## src/rtl/pcx_rle_pixel_decoder_macros.svh

```systemverilog
// ----------------------------------------------------------------------------
// PCX RLE pixel decoder assertion macros
// Shared concurrent assertion forms, clocked on the rising edge and disabled
// during reset.
// ----------------------------------------------------------------------------
`ifndef PCX_RLE_PIXEL_DECODER_MACROS_SVH
`define PCX_RLE_PIXEL_DECODER_MACROS_SVH

// Same-cycle implication
`define PCX_ASSERT_IMP(label, clk, rst, ante, cons) \
  label: assert property (@(posedge clk) disable iff (rst) (ante) |-> (cons)) \
    else $error("pcx assertion failed: same-cycle implication");

// Next-cycle implication
`define PCX_ASSERT_NXT(label, clk, rst, ante, cons) \
  label: assert property (@(posedge clk) disable iff (rst) (ante) |=> (cons)) \
    else $error("pcx assertion failed: next-cycle implication");

`endif

```

## src/rtl/pcx_pkg.sv

```systemverilog
`timescale 1ns / 1ps
`default_nettype none
// ----------------------------------------------------------------------------
// PCX decoder package
// Widths, codes and the command/status structs shared by the decoder modules.
// ----------------------------------------------------------------------------
package pcx_pkg;

  // Default coordinate width
  localparam int COORD_BITS_DEF = 10;

  // Fixed field widths
  localparam int CFG_BITS     = 10;
  localparam int CFG_IDX_BITS = 2;
  localparam int BYTE_BITS    = 8;
  localparam int COUNT_BITS   = 6;

  // Run header detection
  localparam logic [BYTE_BITS-1:0] RUN_MASK = 8'hC0;

  // Register reset values
  localparam logic [CFG_BITS-1:0] LINE_BYTES_RST = 10'd320;

  // Register indexes
  localparam logic [CFG_IDX_BITS-1:0] REG_START_X    = 2'd0;
  localparam logic [CFG_IDX_BITS-1:0] REG_START_Y    = 2'd1;
  localparam logic [CFG_IDX_BITS-1:0] REG_LINE_BYTES = 2'd2;

  // Controller to datapath commands
  typedef struct packed {
    logic accept;     // take the input word
    logic load_hdr;   // latch a run header
    logic emit_lit;   // write one literal pixel
    logic start_run;  // take the run colour and write its first pixel
    logic drop_run;   // zero-count run: clear header, no write
    logic emit_run;   // write the next pixel of a run
  } pcx_cmd_t;

  // Datapath to controller status
  typedef struct packed {
    logic out_free;   // output register can take a pixel this cycle
    logic awaiting;   // this word is a run colour
    logic header;     // this word is a run header
    logic cnt_zero;   // pending run count is zero
    logic cnt_one;    // pending run count is one
    logic rem_last;   // next run pixel is the last one
  } pcx_status_t;

endpackage
`default_nettype wire

```

## src/rtl/pcx_byte_if.sv

```systemverilog
`timescale 1ns / 1ps
`default_nettype none
// ----------------------------------------------------------------------------
// PCX compressed byte channel
// Valid/ready channel that carries one compressed byte and a frame start flag.
// ----------------------------------------------------------------------------
interface pcx_byte_if
  import pcx_pkg::*;
();

  logic                 valid;
  logic                 ready;
  logic [BYTE_BITS-1:0] data_byte;
  logic                 frame_start;

  modport source (output valid, output data_byte, output frame_start, input ready);
  modport sink   (input valid, input data_byte, input frame_start, output ready);

endinterface
`default_nettype wire

```

## src/rtl/pcx_pixel_if.sv

```systemverilog
`timescale 1ns / 1ps
`default_nettype none
// ----------------------------------------------------------------------------
// PCX pixel write channel
// Valid/ready channel that carries one pixel write with its coordinates.
// ----------------------------------------------------------------------------
interface pcx_pixel_if
  import pcx_pkg::*;
#(
  parameter int COORD_BITS = COORD_BITS_DEF
) ();

  logic                  valid;
  logic                  ready;
  logic [COORD_BITS:0]   pixel_x;
  logic [COORD_BITS-1:0] pixel_y;
  logic [BYTE_BITS-1:0]  color;
  logic                  run_last;

  modport source (output valid, output pixel_x, output pixel_y, output color,
                  output run_last, input ready);
  modport sink   (input valid, input pixel_x, input pixel_y, input color,
                  input run_last, output ready);

endinterface
`default_nettype wire

```

## src/rtl/pcx_ctrl.sv

```systemverilog
`timescale 1ns / 1ps
`default_nettype none
// ----------------------------------------------------------------------------
// PCX decoder controller
// Two-state sequencer: take words, or hold the input while a run is written.
// ----------------------------------------------------------------------------
`include "pcx_rle_pixel_decoder_macros.svh"

module pcx_ctrl
  import pcx_pkg::*;
(
  input  wire logic        clk,
  input  wire logic        rst,
  input  wire logic        in_valid,
  output logic             in_ready,
  input  wire pcx_status_t status,
  output pcx_cmd_t         cmd
);

  typedef enum logic [1:0] {
    S_BYTE = 2'b01,
    S_RUN  = 2'b10
  } pcx_state_t;

  pcx_state_t state;
  pcx_state_t state_next;

  // Accept a word in S_BYTE whenever the output register has room
  assign in_ready = (state == S_BYTE) && status.out_free;

  // Decode the word and sequence run pixels
  always_comb begin
    cmd        = '0;
    state_next = state;
    case (state)
      S_BYTE: begin
        if (in_valid && status.out_free) begin
          cmd.accept = 1'b1;
          if (status.awaiting) begin
            if (status.cnt_zero) begin
              cmd.drop_run = 1'b1;
            end else begin
              cmd.start_run = 1'b1;
              if (!status.cnt_one) begin
                state_next = S_RUN;
              end
            end
          end else if (status.header) begin
            cmd.load_hdr = 1'b1;
          end else begin
            cmd.emit_lit = 1'b1;
          end
        end
      end
      S_RUN: begin
        if (status.out_free) begin
          cmd.emit_run = 1'b1;
          if (status.rem_last) begin
            state_next = S_BYTE;
          end
        end
      end
      default: begin
        state_next = S_BYTE;
      end
    endcase
  end

  // Advance state
  always_ff @(posedge clk) begin
    if (rst) begin
      state <= S_BYTE;
    end else begin
      state <= state_next;
    end
  end

  `PCX_ASSERT_IMP(a_no_accept_in_run, clk, rst, state == S_RUN, !cmd.accept)
  `PCX_ASSERT_IMP(a_accept_needs_room, clk, rst, cmd.accept, status.out_free)
  `PCX_ASSERT_NXT(a_run_ends, clk, rst, cmd.emit_run && status.rem_last, state == S_BYTE)
  `PCX_ASSERT_NXT(a_run_follows, clk, rst, cmd.start_run && !status.cnt_one, state == S_RUN)

endmodule
`default_nettype wire

```

## src/rtl/pcx_dpath.sv

```systemverilog
`timescale 1ns / 1ps
`default_nettype none
// ----------------------------------------------------------------------------
// PCX decoder datapath
// Run state, pixel position and the output register for pixel writes.
// ----------------------------------------------------------------------------
module pcx_dpath
  import pcx_pkg::*;
#(
  parameter int COORD_BITS = COORD_BITS_DEF
) (
  input  wire logic                  clk,
  input  wire logic                  rst,
  input  wire logic [CFG_BITS-1:0]   start_x,
  input  wire logic [CFG_BITS-1:0]   start_y,
  input  wire logic [CFG_BITS-1:0]   line_bytes,
  input  wire logic [BYTE_BITS-1:0]  data_byte,
  input  wire logic                  frame_start,
  input  wire pcx_cmd_t              cmd,
  output pcx_status_t                status,
  input  wire logic                  out_ready,
  output logic                       out_valid,
  output logic [COORD_BITS:0]        pixel_x,
  output logic [COORD_BITS-1:0]      pixel_y,
  output logic [BYTE_BITS-1:0]       color,
  output logic                       run_last
);

  localparam int XW = COORD_BITS + 1;
  localparam int LW = (COORD_BITS > CFG_BITS) ? COORD_BITS : CFG_BITS;

  // Control state
  logic [COUNT_BITS-1:0] pending_count, pending_count_next;
  logic                  awaiting_color, awaiting_color_next;
  logic [COUNT_BITS-1:0] remaining, remaining_next;
  logic [COORD_BITS-1:0] column, column_next;
  logic [COORD_BITS-1:0] row, row_next;
  logic                  out_valid_next;

  // Run colour
  logic [BYTE_BITS-1:0]  run_color;

  // Position after an optional frame restart
  logic                  restart;
  logic [COORD_BITS-1:0] col_eff;
  logic [COORD_BITS-1:0] row_eff;
  logic [COORD_BITS-1:0] col_inc;
  logic                  wrap;
  logic                  emit;
  logic [BYTE_BITS-1:0]  emit_color;
  logic                  emit_last;

  assign restart = cmd.accept && frame_start;
  assign col_eff = restart ? '0 : column;
  assign row_eff = restart ? COORD_BITS'(start_y) : row;
  assign col_inc = col_eff + COORD_BITS'(1);
  assign wrap    = (LW'(col_inc) >= LW'(line_bytes)) || (col_inc == '0);

  // Report status
  always_comb begin
    status          = '0;
    status.out_free = !out_valid || out_ready;
    status.awaiting = awaiting_color && !frame_start;
    status.header   = (data_byte & RUN_MASK) == RUN_MASK;
    status.cnt_zero = pending_count == '0;
    status.cnt_one  = pending_count == COUNT_BITS'(1);
    status.rem_last = remaining == COUNT_BITS'(1);
  end

  // Select what is written
  assign emit       = cmd.emit_lit || cmd.start_run || cmd.emit_run;
  assign emit_color = cmd.emit_run ? run_color : data_byte;
  always_comb begin
    if (cmd.emit_run) begin
      emit_last = remaining == COUNT_BITS'(1);
    end else if (cmd.start_run) begin
      emit_last = pending_count == COUNT_BITS'(1);
    end else begin
      emit_last = 1'b1;
    end
  end

  // Next control state
  always_comb begin
    pending_count_next  = pending_count;
    awaiting_color_next = awaiting_color;
    remaining_next      = remaining;
    column_next         = column;
    row_next            = row;
    if (restart) begin
      pending_count_next  = '0;
      awaiting_color_next = 1'b0;
      column_next         = '0;
      row_next            = COORD_BITS'(start_y);
    end
    if (cmd.load_hdr) begin
      pending_count_next  = data_byte[COUNT_BITS-1:0];
      awaiting_color_next = 1'b1;
    end
    if (cmd.drop_run || cmd.start_run) begin
      pending_count_next  = '0;
      awaiting_color_next = 1'b0;
    end
    if (cmd.start_run) begin
      remaining_next = pending_count - COUNT_BITS'(1);
    end
    if (cmd.emit_run) begin
      remaining_next = remaining - COUNT_BITS'(1);
    end
    // Advance position, wrapping the line and saturating the row
    if (emit) begin
      if (wrap) begin
        column_next = '0;
        row_next    = (row_eff != '1) ? row_eff + COORD_BITS'(1) : row_eff;
      end else begin
        column_next = col_inc;
        row_next    = row_eff;
      end
    end
    // Hold the output word until taken
    if (emit) begin
      out_valid_next = 1'b1;
    end else if (out_ready) begin
      out_valid_next = 1'b0;
    end else begin
      out_valid_next = out_valid;
    end
  end

  // Control registers
  always_ff @(posedge clk) begin
    if (rst) begin
      pending_count  <= '0;
      awaiting_color <= 1'b0;
      remaining      <= '0;
      column         <= '0;
      row            <= '0;
      out_valid      <= 1'b0;
    end else begin
      pending_count  <= pending_count_next;
      awaiting_color <= awaiting_color_next;
      remaining      <= remaining_next;
      column         <= column_next;
      row            <= row_next;
      out_valid      <= out_valid_next;
    end
  end

  // Payload registers
  always_ff @(posedge clk) begin
    if (cmd.start_run) begin
      run_color <= data_byte;
    end
    if (emit) begin
      pixel_x  <= XW'(start_x) + XW'(col_eff);
      pixel_y  <= row_eff;
      color    <= emit_color;
      run_last <= emit_last;
    end
  end

endmodule
`default_nettype wire

```

## src/rtl/pcx_rle_pixel_decoder.sv

```systemverilog
`timescale 1ns / 1ps
`default_nettype none
// ----------------------------------------------------------------------------
// PCX RLE pixel decoder
// Turns 8-bit single-plane PCX image bytes into pixel writes with coordinates.
// ----------------------------------------------------------------------------
// Rate: a literal byte is taken and its pixel written in the same cycle, so
// literals stream at one per cycle unless the sink stalls. A run header is
// taken and writes nothing. A run colour byte with count n writes n pixels: the
// first as the byte is taken, the other n - 1 one per cycle unless the sink
// stalls, while the controller holds the input; a zero count writes nothing.
// All pixels pass through a single output register, so a stalled pixel sink
// stalls the input as well. Configuration writes take effect on the next edge.
// ----------------------------------------------------------------------------
module pcx_rle_pixel_decoder
  import pcx_pkg::*;
#(
  parameter int COORD_BITS = COORD_BITS_DEF
) (
  input  wire logic                    clk,
  input  wire logic                    rst,
  input  wire logic                    cfg_wr_en,
  input  wire logic [CFG_IDX_BITS-1:0] cfg_index,
  input  wire logic [CFG_BITS-1:0]     cfg_data,
  pcx_byte_if.sink                     stream,
  pcx_pixel_if.source                  pixels
);

  logic [CFG_BITS-1:0] start_x;
  logic [CFG_BITS-1:0] start_y;
  logic [CFG_BITS-1:0] line_bytes;

  pcx_cmd_t    cmd;
  pcx_status_t status;

  // Configuration registers; unknown indexes drop the write
  always_ff @(posedge clk) begin
    if (rst) begin
      start_x    <= '0;
      start_y    <= '0;
      line_bytes <= LINE_BYTES_RST;
    end else if (cfg_wr_en) begin
      case (cfg_index)
        REG_START_X:    start_x    <= cfg_data;
        REG_START_Y:    start_y    <= cfg_data;
        REG_LINE_BYTES: line_bytes <= cfg_data;
        default: begin
        end
      endcase
    end
  end

  // Sequencer
  pcx_ctrl u_ctrl (
    .clk      (clk),
    .rst      (rst),
    .in_valid (stream.valid),
    .in_ready (stream.ready),
    .status   (status),
    .cmd      (cmd)
  );

  // Datapath and output register
  pcx_dpath #(
    .COORD_BITS (COORD_BITS)
  ) u_dpath (
    .clk         (clk),
    .rst         (rst),
    .start_x     (start_x),
    .start_y     (start_y),
    .line_bytes  (line_bytes),
    .data_byte   (stream.data_byte),
    .frame_start (stream.frame_start),
    .cmd         (cmd),
    .status      (status),
    .out_ready   (pixels.ready),
    .out_valid   (pixels.valid),
    .pixel_x     (pixels.pixel_x),
    .pixel_y     (pixels.pixel_y),
    .color       (pixels.color),
    .run_last    (pixels.run_last)
  );

endmodule
`default_nettype wire
```

## src/flat_wrapper.sv

```systemverilog
// flat-port wrapper written by rule: the top's interface ports become plain ports
module pcx_rle_pixel_decoder_flat import pcx_pkg::*;
#(
  parameter int COORD_BITS = COORD_BITS_DEF
)
  (clk, rst, cfg_wr_en, cfg_index, cfg_data, stream_valid, stream_data_byte, stream_frame_start, stream_ready, pixels_valid, pixels_pixel_x, pixels_pixel_y, pixels_color, pixels_run_last, pixels_ready);
  pcx_byte_if stream_i ();
  pcx_pixel_if #(.COORD_BITS(COORD_BITS)) pixels_i ();
  input  wire logic clk;
  input  wire logic rst;
  input  wire logic cfg_wr_en;
  input  wire logic [CFG_IDX_BITS-1:0] cfg_index;
  input  wire logic [CFG_BITS-1:0] cfg_data;
  input wire logic [$bits(stream_i.valid)-1:0] stream_valid;
  input wire logic [$bits(stream_i.data_byte)-1:0] stream_data_byte;
  input wire logic [$bits(stream_i.frame_start)-1:0] stream_frame_start;
  output wire logic [$bits(stream_i.ready)-1:0] stream_ready;
  output wire logic [$bits(pixels_i.valid)-1:0] pixels_valid;
  output wire logic [$bits(pixels_i.pixel_x)-1:0] pixels_pixel_x;
  output wire logic [$bits(pixels_i.pixel_y)-1:0] pixels_pixel_y;
  output wire logic [$bits(pixels_i.color)-1:0] pixels_color;
  output wire logic [$bits(pixels_i.run_last)-1:0] pixels_run_last;
  input wire logic [$bits(pixels_i.ready)-1:0] pixels_ready;
  assign stream_i.valid = stream_valid;
  assign stream_i.data_byte = stream_data_byte;
  assign stream_i.frame_start = stream_frame_start;
  assign stream_ready = stream_i.ready;
  assign pixels_valid = pixels_i.valid;
  assign pixels_pixel_x = pixels_i.pixel_x;
  assign pixels_pixel_y = pixels_i.pixel_y;
  assign pixels_color = pixels_i.color;
  assign pixels_run_last = pixels_i.run_last;
  assign pixels_i.ready = pixels_ready;
  pcx_rle_pixel_decoder #(.COORD_BITS(COORD_BITS)) u_core (.clk(clk), .rst(rst), .cfg_wr_en(cfg_wr_en), .cfg_index(cfg_index), .cfg_data(cfg_data), .stream(stream_i), .pixels(pixels_i));
endmodule
```

## config.mk

```make
export PLATFORM = sky130hd
export DESIGN_NAME = pcx_rle_pixel_decoder_flat
export DESIGN_NICKNAME = d
export VERILOG_FILES = /design/src/rtl/pcx_pkg.sv /design/src/rtl/pcx_byte_if.sv /design/src/rtl/pcx_pixel_if.sv /design/src/rtl/pcx_ctrl.sv /design/src/rtl/pcx_dpath.sv /design/src/rtl/pcx_rle_pixel_decoder.sv /design/src/flat_wrapper.sv
export VERILOG_INCLUDE_DIRS = /design/src /design/src/rtl
export SDC_FILE = /design/constraint.sdc
export NUM_CORES = 1
export LEC_CHECK = 0
export BUFFER_PORTS_ARGS = -buffer_cell sky130_fd_sc_hd__buf_2
export CAP_MARGIN = 30
export CORE_ASPECT_RATIO = 0.6
export CORE_UTILIZATION = 59
export DETAILED_ROUTE_END_ITERATION = 10
export MAX_ROUTING_LAYER = met4
export PLACE_DENSITY_LB_ADDON = 0.1
export SYNTH_ARGS = -nofsm -noshare
export SYNTH_HDL_FRONTEND = slang
export SYNTH_SLANG_ARGS = --single-unit
```

## constraint.sdc

```tcl
create_clock -name clk -period 3.85 [get_ports clk]
set_input_delay 0.1925 -clock clk [delete_from_list [all_inputs] [get_ports clk]]
set_output_delay 0.1925 -clock clk [all_outputs]
set_load 0.02 [all_outputs]
```

## After elaboration in Yosys (flattened, before gate mapping)

Cells that the tools add are included.

| cells by class | value |
|---|---|
| mux-type cells | 35 |
| bitwise logic cells | 0 |
| order comparisons | 1 |
| reductions and logical operators | 22 |
| shifts and indexed selects | 0 |
| equal/unequal tests | 14 |
| multiply operators | 0 |
| div/mod/pow operators | 0 |
| add/subtract/negate cells | 5 |

Operator list:

| operator | number |
|---|---|
| two-way mux 10 bit | 7 |
| two-way mux 6 bit | 4 |
| adder 10 x 1 -> 10 bit, second input constant | 2 |
| two-way mux 2 bit | 8 |
| equality test 6 x 1 -> 1 bit, second input constant | 2 |
| two-way mux 1 bit | 12 |
| subtractor 6 x 1 -> 6 bit, second input constant | 2 |
| adder 10 x 10 -> 11 bit | 1 |
| >= comparator 10 bit | 1 |
| logical NOT 10 bit | 1 |
| two-way mux 5 bit | 2 |
| != test 10 bit, second input constant | 1 |
| two-way mux 8 bit | 1 |
| equality test 2 bit, second input constant | 3 |
| logical NOT 6 bit | 1 |
| != test 2 x 1 -> 1 bit, second input constant | 3 |
| != test 2 bit, second input constant | 3 |
| AND reduction 2 bit | 3 |
| AND reduction 6 bit | 1 |
| nonzero test 2 bit | 3 |
| logical OR 1 bit | 5 |
| equality test 2 x 1 -> 1 bit, second input constant | 2 |
| logical AND 1 bit | 4 |
| one-hot mux 2 bit (2 select lines) | 1 |
| 3 further kinds | 4 |

| word-level totals | value |
|---|---|
| memories | 0 |
| bits in latches | 0 |
| register bits | 104 |
| input port bits | 26 |
| output and inout port bits | 32 |
| memory bits (writable) | 0 |
| bits in read-only memories | 0 |

## Longest topological paths before layout

Gate-level depths: netlist of run 1.

| logic depth | value |
|---|---|
| word-level depth | 12 |
| depth in mapped cells | 17 |
| depth with buffers taken out | 14 |

## Modules after synthesis

A second synthesis of run 1 with hierarchy kept.

| second synthesis, totals | value |
|---|---|
| cell total of the unflattened synthesis | 560 |
| area, all modules | 5,429.0 um2 |

Modules (own cells, without submodules):

| module | seq. area each (um2) | cells an instance | area each (um2) | instances |
|---|---|---|---|---|
| pcx_dpath | 1,821.7 | 429 | 4,041.4 | 1 |
| pcx_rle_pixel_decoder | 600.6 | 115 | 1,237.4 | 1 |
| pcx_ctrl | 40.0 | 16 | 150.1 | 1 |

## Worst setup path before layout of run 1

OpenSTA, ideal clock, no wires.

| path | value |
|---|---|
| path kind | register to register |
| start | register u_core.u_dpath.out_valid |
| end | register u_core.u_dpath.row[3] |
| buffers on the path | 2 |
| slack | 497 ps |
| stages on the path, launching flop included | 17 |
| clock period less this slack | 3,353 ps |
| arrival time | 3,284 ps |
| setup time | 69 ps |
| path through | dfxtp_1 -> nor2b_4 -> or3_1 -> buf_6 -> buf_2 -> nand2_1 -> nor3_1 -> nand2_1 -> xnor2_1 -> ha_1 -> nand3_1 -> a21oi_1 -> o21ai_0 -> a31oi_1 -> o21ai_2 -> or4_1 -> o21ai_1 |

| between the ends | value |
|---|---|
| word-level cells in the longest chain between the ends | 12 |

Ends and longest elaborated chain:

| item | line | text |
|---|---|---|
| start: declaration | pcx_dpath.sv:22 | `output logic out_valid,` |
| start signal: assignment | pcx_dpath.sv:145 | `out_valid <= out_valid_next;` |
| logical NOT 1 bit * | pcx_dpath.sv:62 | `status.out_free = !out_valid \|\| out_ready;` |
| logical OR 1 bit * | pcx_dpath.sv:62 |  |
| logical AND 1 bit | pcx_ctrl.sv:37 | `if (in_valid && status.out_free) begin` |
| two-way mux 5 bit | pcx_ctrl.sv:37 |  |
| two-way mux 5 bit | pcx_ctrl.sv:35 | `case (state)` |
| logical AND 1 bit | pcx_dpath.sv:53 | `assign restart = cmd.accept && frame_start;` |
| two-way mux 10 bit | n/a |  |
| adder 10 x 1 -> 10 bit | pcx_dpath.sv:56 | `assign col_inc = col_eff + COORD_BITS'(1);` |
| >= comparator 10 bit or logical NOT 10 bit (tied branches) | pcx_dpath.sv:57 | `assign wrap = (LW'(col_inc) >= LW'(line_bytes)) \|\| (col_inc == '0);` |
| logical OR 1 bit | pcx_dpath.sv:57 |  |
| two-way mux 10 bit | pcx_dpath.sv:112 | `if (wrap) begin` |
| two-way mux 10 bit * | pcx_dpath.sv:111 | `if (emit) begin` |
| end signal: assignment | pcx_dpath.sv:144 | `row <= row_next;` |
| end: declaration | pcx_dpath.sv:37 | `logic [COORD_BITS-1:0] row, row_next;` |

Every way passes the cells marked *; elsewhere a longest branch is shown, timed or not.
A chain may end at the register's enable or synchronous reset.

## Final worst setup path of run 1

| path | value |
|---|---|
| start | register u_core.u_dpath.out_valid |
| end | register u_core.u_dpath.column[1] |

| between the ends | value |
|---|---|
| word-level cells in the longest chain between the ends | 12 |

Ends and longest elaborated chain:

| item | line | text |
|---|---|---|
| logical NOT 1 bit * | pcx_dpath.sv:62 |  |
| logical OR 1 bit * | pcx_dpath.sv:62 |  |
| logical AND 1 bit | pcx_ctrl.sv:37 |  |
| two-way mux 5 bit | pcx_ctrl.sv:37 |  |
| two-way mux 5 bit | pcx_ctrl.sv:35 |  |
| logical AND 1 bit | pcx_dpath.sv:53 |  |
| two-way mux 10 bit | n/a |  |
| adder 10 x 1 -> 10 bit | pcx_dpath.sv:56 |  |
| >= comparator 10 bit or logical NOT 10 bit (tied branches) | pcx_dpath.sv:57 |  |
| logical OR 1 bit | pcx_dpath.sv:57 |  |
| two-way mux 10 bit | pcx_dpath.sv:112 |  |
| two-way mux 10 bit * | pcx_dpath.sv:111 |  |
| end signal: assignment | pcx_dpath.sv:143 | `column <= column_next;` |
| end: declaration | pcx_dpath.sv:36 | `logic [COORD_BITS-1:0] column, column_next;` |

Marked as above.

==> results of run 1 <==
## path summary, 6_finish.rpt
kind	endpoint	cells after the start	slack (ns)
max	u_core.u_dpath.column[1]$_SDFF_PP0_	12	0.31
max reg2reg	u_core.u_dpath.column[1]$_SDFF_PP0_	12	0.31
min reg2reg	u_core.u_dpath.remaining[5]$_SDFFE_PP0P_	2	0.47
min	u_core.u_dpath.run_color[3]$_DFFE_PP_	1	0.06
## per-stage QoR
| stage | utilization | instance area (um2) | std cells |
|---|---|---|---|
| after CTS | 0.696 | 5930 | 733 |
| after global placement | 0.654 | 5570 | 716 |
| after global routing | 0.697 | 5940 | 733 |
| final | 0.697 | 5940 | 733 |
| after floorplan | - | 5200 | 563 |
| after detailed placement | 0.655 | 5590 | 717 |
## layer usage
metal / share of wire / global-route usage / up-vias
li1: - / - / 2051
met1: 0.49 / 0.409 / 2010
met2: 0.43 / 0.439 / 178
met3: 0.072 / 0.0591 / 15
met4: 0.0096 / 0.0857 / 0
met5: 0 / - / -
## registers in the layout, summed over array words and instances (netlist names)
register,flops
u_core.line_bytes,10
u_core.start_x,10
u_core.start_y,10
u_core.u_ctrl.state,2
u_core.u_dpath.awaiting_color,1
u_core.u_dpath.color,8
u_core.u_dpath.column,10
u_core.u_dpath.out_valid,1
u_core.u_dpath.pending_count,6
u_core.u_dpath.pixel_x,11
u_core.u_dpath.pixel_y,10
u_core.u_dpath.remaining,6
u_core.u_dpath.row,10
u_core.u_dpath.run_color,8
u_core.u_dpath.run_last,1
## cell type report
| cell class | instances | share of cell area |
|---|---|---|
| clock inverters | 6 | 0.0179 |
| inverters | 28 | 0.0177 |
| multi-input cells | 410 | 0.430 |
| well taps | 112 | 0.0236 |
| clock buffers | 10 | 0.0403 |
| repair buffers | 63 | 0.0563 |
| flip-flops and latches | 104 | 0.415 |
## kinds of logic after synthesis
| group | Yosys count | synth area share |
|---|---|---|
| buffers and inverters | 49 | 0.0388 |
| xor gates and xnor gates | 31 | 0.0522 |
| DFF | 104 | 0.474 |
| muxes | 33 | 0.0696 |
| AOI/OAI and AO/OA | 82 | 0.0965 |
| adders and majority gates | 22 | 0.0530 |
| and+or+nand+nor | 242 | 0.216 |
## power groups by stage
stage | clock network (mW) | logic [mW] | registers [mW]
6_report | 1.04 | 0.211 | 1.20
5_1_grt | 1.09 | 0.231 | 1.21
4_1_cts | 1.05 | 0.210 | 1.20
3_5_place_dp | 0 | 0.208 | 1.23
3_3_place_gp | 0 | 0.203 | 1.22
2_1_floorplan | 0 | 0.112 | 1.25
## what timing repair did
| item | 4_1_cts | 5_1_grt |
|---|---|---|
| hold endpoints to repair | 0 | 0 |
| resized for setup | 0 | 2 |
| endpoints found under the setup margin | 0 | 7 |
## worst max-delay path: cells and delay by family (launching register included)
family                     cells  cell delay, ns
AOI/OAI and AO/OA              3            0.86
xor gates and xnor gates       1            0.19
adders and majority gates      1            0.27
DFF                            1            0.34
and+or+nand+nor                7            1.81
## synthesized netlist by cell type, types with 6 or more instances
cell / n
nand4_1: 7
nand2_1: 98
a31oi_1: 8
o21ai_0: 19
nand3_1: 21
clkbuf_1: 16
dfxtp_1: 66
nor2_1: 64
a21oi_1: 25
nor3_1: 11
xnor2_1: 23
and2_1: 6
xor2_1: 8
ha_1: 22
edfxtp_1: 38
and3_1: 6
mux2i_1: 29
inv_1: 25
## cells in the final DEF (no fill, tap or decap), types with 4 or more instances in the layout
master and n:
xor2_1 8, buf_4 5, dfxtp_1 66, xnor2_1 23, o21ai_0 19, ha_1 22
nor3_1 9, o31ai_1 5, a21oi_1 25, nand3_1 21, nand2_1 98, o21ai_1 4
and2_1 6, nand4_1 7, and3_1 6, nand2b_1 5, edfxtp_1 38, clkbuf_16 9
mux2i_1 29, buf_2 57, nor2_1 64, a31oi_1 8, inv_1 25
==> impl_metrics.toml, run 1 <==
[synthesis]
synthFlopType = "dfxtp_1"
ys_seq_area_frac = 0.474
post_synth.cell_area_avg_um2 = 9.23
synthCells = 563
synth_area_leaders = "dfxtp_1 25%, edfxtp_1 22%, nand2_1 7.1%"
synth.net_count = 611
synth_seq_cells = 104
ys_types = 60
synth_top_area_cell = "dfxtp_1"
synth-edff-count = 38
ys_async_sr_fraction = 0
yosysWarnings = 0
synth_top_area_share = 0.254
synth_area_mm2 = 0.00520

[pwr]
power.density_mw_per_mm2 = 413
p_comb_frac = 0.086
p_leak_nw = 2.55
peakVddDrop_mv = 0.305
power.total_mw = 2.45
intPower_mw = 1.90
switchingPower_uw = 554
seqPwrFrac = 0.490
swShare = 0.226
clkPwrFrac = 0.424

[sta]
whs_ns = 0.0576
finalSetupViolations = 0
slew_headroom = 0.437
tightest_slew_ns = 0.844
slew_violations = 0
finalCritPeriodShare = 0.921
hold_viol = 0
finalWorstSetupSlack_ns = 0.306
finalSetupTns_ns = 0
rsz0062_at_grt = "no"
finalCriticalPeriod_ns = 3.54
fin_worst_skew_ns = 0.00578
max_freq_mhz = 282

[global_routing]
antenna_found_initial = 0
grt.total_usage = 0.295
overflow = 0
grt_max_degree = 45
grt_pass1_vias = 3971
grt_pass1_wl_mm = 19.7

[cells_and_area]
syn2layout_area_growth_pct = 14.2
multi_input_area_mm2 = 0.00255
num_antenna_cells = 0
register_area_mm2 = 0.00246
final_nets = 664
fillers = 654
drive_above_1_share = 0.156

[routing]
firstDrtPassIters = 5
final_antenna_net_count = 0
drc_errors = 0
routedWlPerCell_um = 17.1
vias = 4254
wl_mm = 12.5
drtIter0Drc = 370
via_per_inst = 5.80

[setup_path]
worstPathMaxFanout = 10
cp-startpoint = "u_core.u_dpath.out_valid$_SDFFE_PP0P_"
max_stage_delay_ns = 0.42
startpoint_type = "register"
reg2reg_from = "u_core.u_dpath.out_valid$_SDFFE_PP0P_"
worstPathCellList = "nor2b_4 -> or3_1 -> nand2_1 -> nor3_2 -> nand2_1 -> xnor2_1 -> ha_1 -> a211oi_1 -> a31oi_1 -> o21ai_2 -> nand2_1 -> nor3_1"
critPathRequiredTime_ns = 4.12
cpMostUsedCell = "nand2_1"
slowest_stage = "nor3_2"
worstPathArrival_ns = 3.81
crit_path_end_kind = "register"
worst-setup-path-type = "register to register"

[die]
rows = 26
dieArea_mm2 = 0.00920
ios = 58
core_mm2 = 0.00852
start_util = 0.610
die_y_um = 74.7
die_width_um = 123

[job]
maxCapViolCount = 0

[placed_design]
gp_congestion = 0.963
dp_hpwl_mm = 8.93
port_buffers = 57
post-place-ws_ns = 0.185

[status]
status = "finished clean"

[min_path]
hp-start = "stream_data_byte[3]"
min_path_type = "primary input to register"

[clocking]
cts_buffer_depth = 2
cts_tree = "done"
clock_tree.root_cell = "clkbuf_16"
post_cts_buffers = 0
cts_hold_buf = 0
cts.clk_slew.worst_paths_ns = 0.07
cts_buffers = 9
insertion_delay_ns = 0.34
htree_levels = 3
clkSinkCount = 104
(Power assumes the default switching activity.)
==> inputs of run 2 (changes only) <==
--- a/config.mk
+++ b/config.mk
@@ -11,6 +11,7 @@
 export CORE_ASPECT_RATIO = 0.6
 export CORE_UTILIZATION = 59
 export DETAILED_ROUTE_END_ITERATION = 10
+export GPL_ROUTABILITY_DRIVEN = 0
 export MAX_ROUTING_LAYER = met4
 export PLACE_DENSITY_LB_ADDON = 0.1
 export SYNTH_ARGS = -nofsm -noshare
==> constraint.sdc (replaced) <==
create_clock -name clk -period 3.3 [get_ports clk]
set_input_delay 0.165 -clock clk [delete_from_list [all_inputs] [get_ports clk]]
set_output_delay 0.165 -clock clk [all_outputs]
set_load 0.02 [all_outputs]
==> run 2 against run 1 <==
Against the previous run:
- setup slack got worse by 0.15 ns
- combinational power increased by 22%
- largest power group unchanged
- via count increased by 1.3%
- critical endpoint is now u_core.u_dpath.row[8]$_SDFF_PP0_
- sequential share of layout area decreased by 0.36 points
- critical path type unchanged
- critical path depth increased by 1
- register-to-register slack got worse by 0.15 ns
==> impl_metrics.toml, run 2 (synthesized netlist as in run 1, its figures left out) <==
[sta]
whs_ns = 0.0263
finalCritPeriodShare = 0.951
finalSetupTns_ns = 0
max_freq_mhz = 319
fin_worst_skew_ns = 0.00555
hold_viol = 0
slew_violations = 0
slew_headroom = 0.444
finalSetupViolations = 0
finalWorstSetupSlack_ns = 0.161
tightest_slew_ns = 0.834
finalCriticalPeriod_ns = 3.14

[cells_and_area]
final_cell_mix = "97 x nand2_1, 66 x dfxtp_1, 64 x nor2_1, 57 x buf_2, 38 x edfxtp_1"
fin_util = 0.703
drive_above_1_share = 0.170
num_antenna_cells = 0
largest_register_ffs = 11
final_common_cell = "nand2_1"
top_register = "u_core.u_dpath.pixel_x"
final_nets = 674
fin_area_mm2 = 0.00599
syn2layout_area_growth_pct = 15.2
fin_cells = 743

[min_path]
min_path_type = "primary input to register"

[pwr]
power.density_mw_per_mm2 = 463
p_leak_nw = 2.59
peakVddDrop_mv = 0.335
power.total_mw = 2.77

[placed_design]
port_buffers = 57
post-place-ws_ns = 0.00429
dpl_cell_area_mm2 = 0.00564
dp_hpwl_mm = 8.91
dp.cells = 724

[clocking]
cts.clk_slew.worst_paths_ns = 0.07
clock_tree.root_cell = "clkbuf_16"
clkSinkCount = 104
cts_tree = "done"
cts_buffers = 9
insertion_delay_ns = 0.34
cts_buffer_depth = 2
cts_hold_buf = 0
htree_levels = 3

[setup_path]
crit_path_end_kind = "register"
cp-startpoint = "u_core.u_ctrl.state[1]$_SDFFE_PP0P_"
worstPathArrival_ns = 3.39
worstPathMaxFanout = 7
timing.rr.end = "u_core.u_dpath.row[8]$_SDFF_PP0_"
r2r_cells = 13
crit_end = "u_core.u_dpath.row[8]$_SDFF_PP0_"
critPathRequiredTime_ns = 3.55
worst-setup-path-type = "register to register"
reg2reg_from = "u_core.u_ctrl.state[1]$_SDFFE_PP0P_"
rrSetupSlack_ns = 0.16
startpoint_type = "register"

[global_routing]
grt_max_degree = 45
antenna_found_initial = 0
grt_pass1_vias = 3940
grt.total_usage = 0.294
overflow = 0
grt_pass1_wl_mm = 19.6

[die]
ios = 58
die_width_um = 123
dieArea_mm2 = 0.00920
rows = 26
core_mm2 = 0.00852
start_util = 0.610
die_y_um = 74.7

[routing]
vias = 4308
wl_mm = 12.4
via_per_inst = 5.80
routedWlPerCell_um = 16.7
firstDrtPassIters = 5
final_antenna_net_count = 0
drc_errors = 0
drtIter0Drc = 352

[status]
status = "finished clean"

[job]
maxCapViolCount = 0
run 2: power breakdown:
group	leakage, nW	internal [mW]	switching [mW]
combinational	1.55	0.0902	0.167
clock	0.149	0.659	0.453
sequential	0.896	1.38	0.0259
total	2.59	2.13	0.646
run 2: repair_timing:
item | in CTS | in global routing
setup endpoints to repair | 2 | 21
pin swaps | 0 | 2
gates cloned | 0 | 0
gates resized for setup | 1 | 4
buffers inserted | 0 | 3
run 2: layer usage:
metal | GRT usage | share of wire | vias up
met5 | - | 0 | -
met4 | 0.0950 | 0.016 | 0
met3 | 0.0750 | 0.079 | 22
met2 | 0.427 | 0.44 | 183
met1 | 0.402 | 0.47 | 2033
li1 | - | - | 2070
run 2: worst min path at each step:
| stage | start | end | slack, ns | cells after the start |
|---|---|---|---|---|
| after global routing | stream_data_byte[4] | u_core.u_dpath.run_color[4]$_DFFE_PP_ | 0.03 | 1 |
| after global placement | stream_data_byte[3] | u_core.u_dpath.run_color[3]$_DFFE_PP_ | 0.37 | 1 |
| after detailed placement | stream_data_byte[3] | u_core.u_dpath.run_color[3]$_DFFE_PP_ | 0.37 | 1 |
| after floorplan | stream_data_byte[0] | u_core.u_dpath.run_color[0]$_DFFE_PP_ | 0.26 | 0 |
| final | stream_data_byte[3] | u_core.u_dpath.run_color[3]$_DFFE_PP_ | 0.03 | 1 |
| after CTS | stream_data_byte[3] | u_core.u_dpath.run_color[3]$_DFFE_PP_ | 0.02 | 1 |
run 2: cell type report:
cell class	instances	area, um2
clock buffer	11	233
timing repair buffer	73	405
sequential	104	2460
clock inverter	5	72.6
multi-input combinational	410	2570
fill	683	2530
tap	112	140
inverter	28	105
run 2: worst max-delay path, cell delays in order (launching register included):
cell      delay, ns
dfxtp_1        0.32
nand2b_4       0.17
or3_4          0.42
buf_4          0.16
nand2_1        0.10
inv_1          0.09
xnor2_1        0.17
ha_1           0.26
a211oi_1       0.31
a31oi_2        0.18
buf_4          0.16
o211ai_1       0.33
nor2b_1        0.10
a311oi_1       0.26
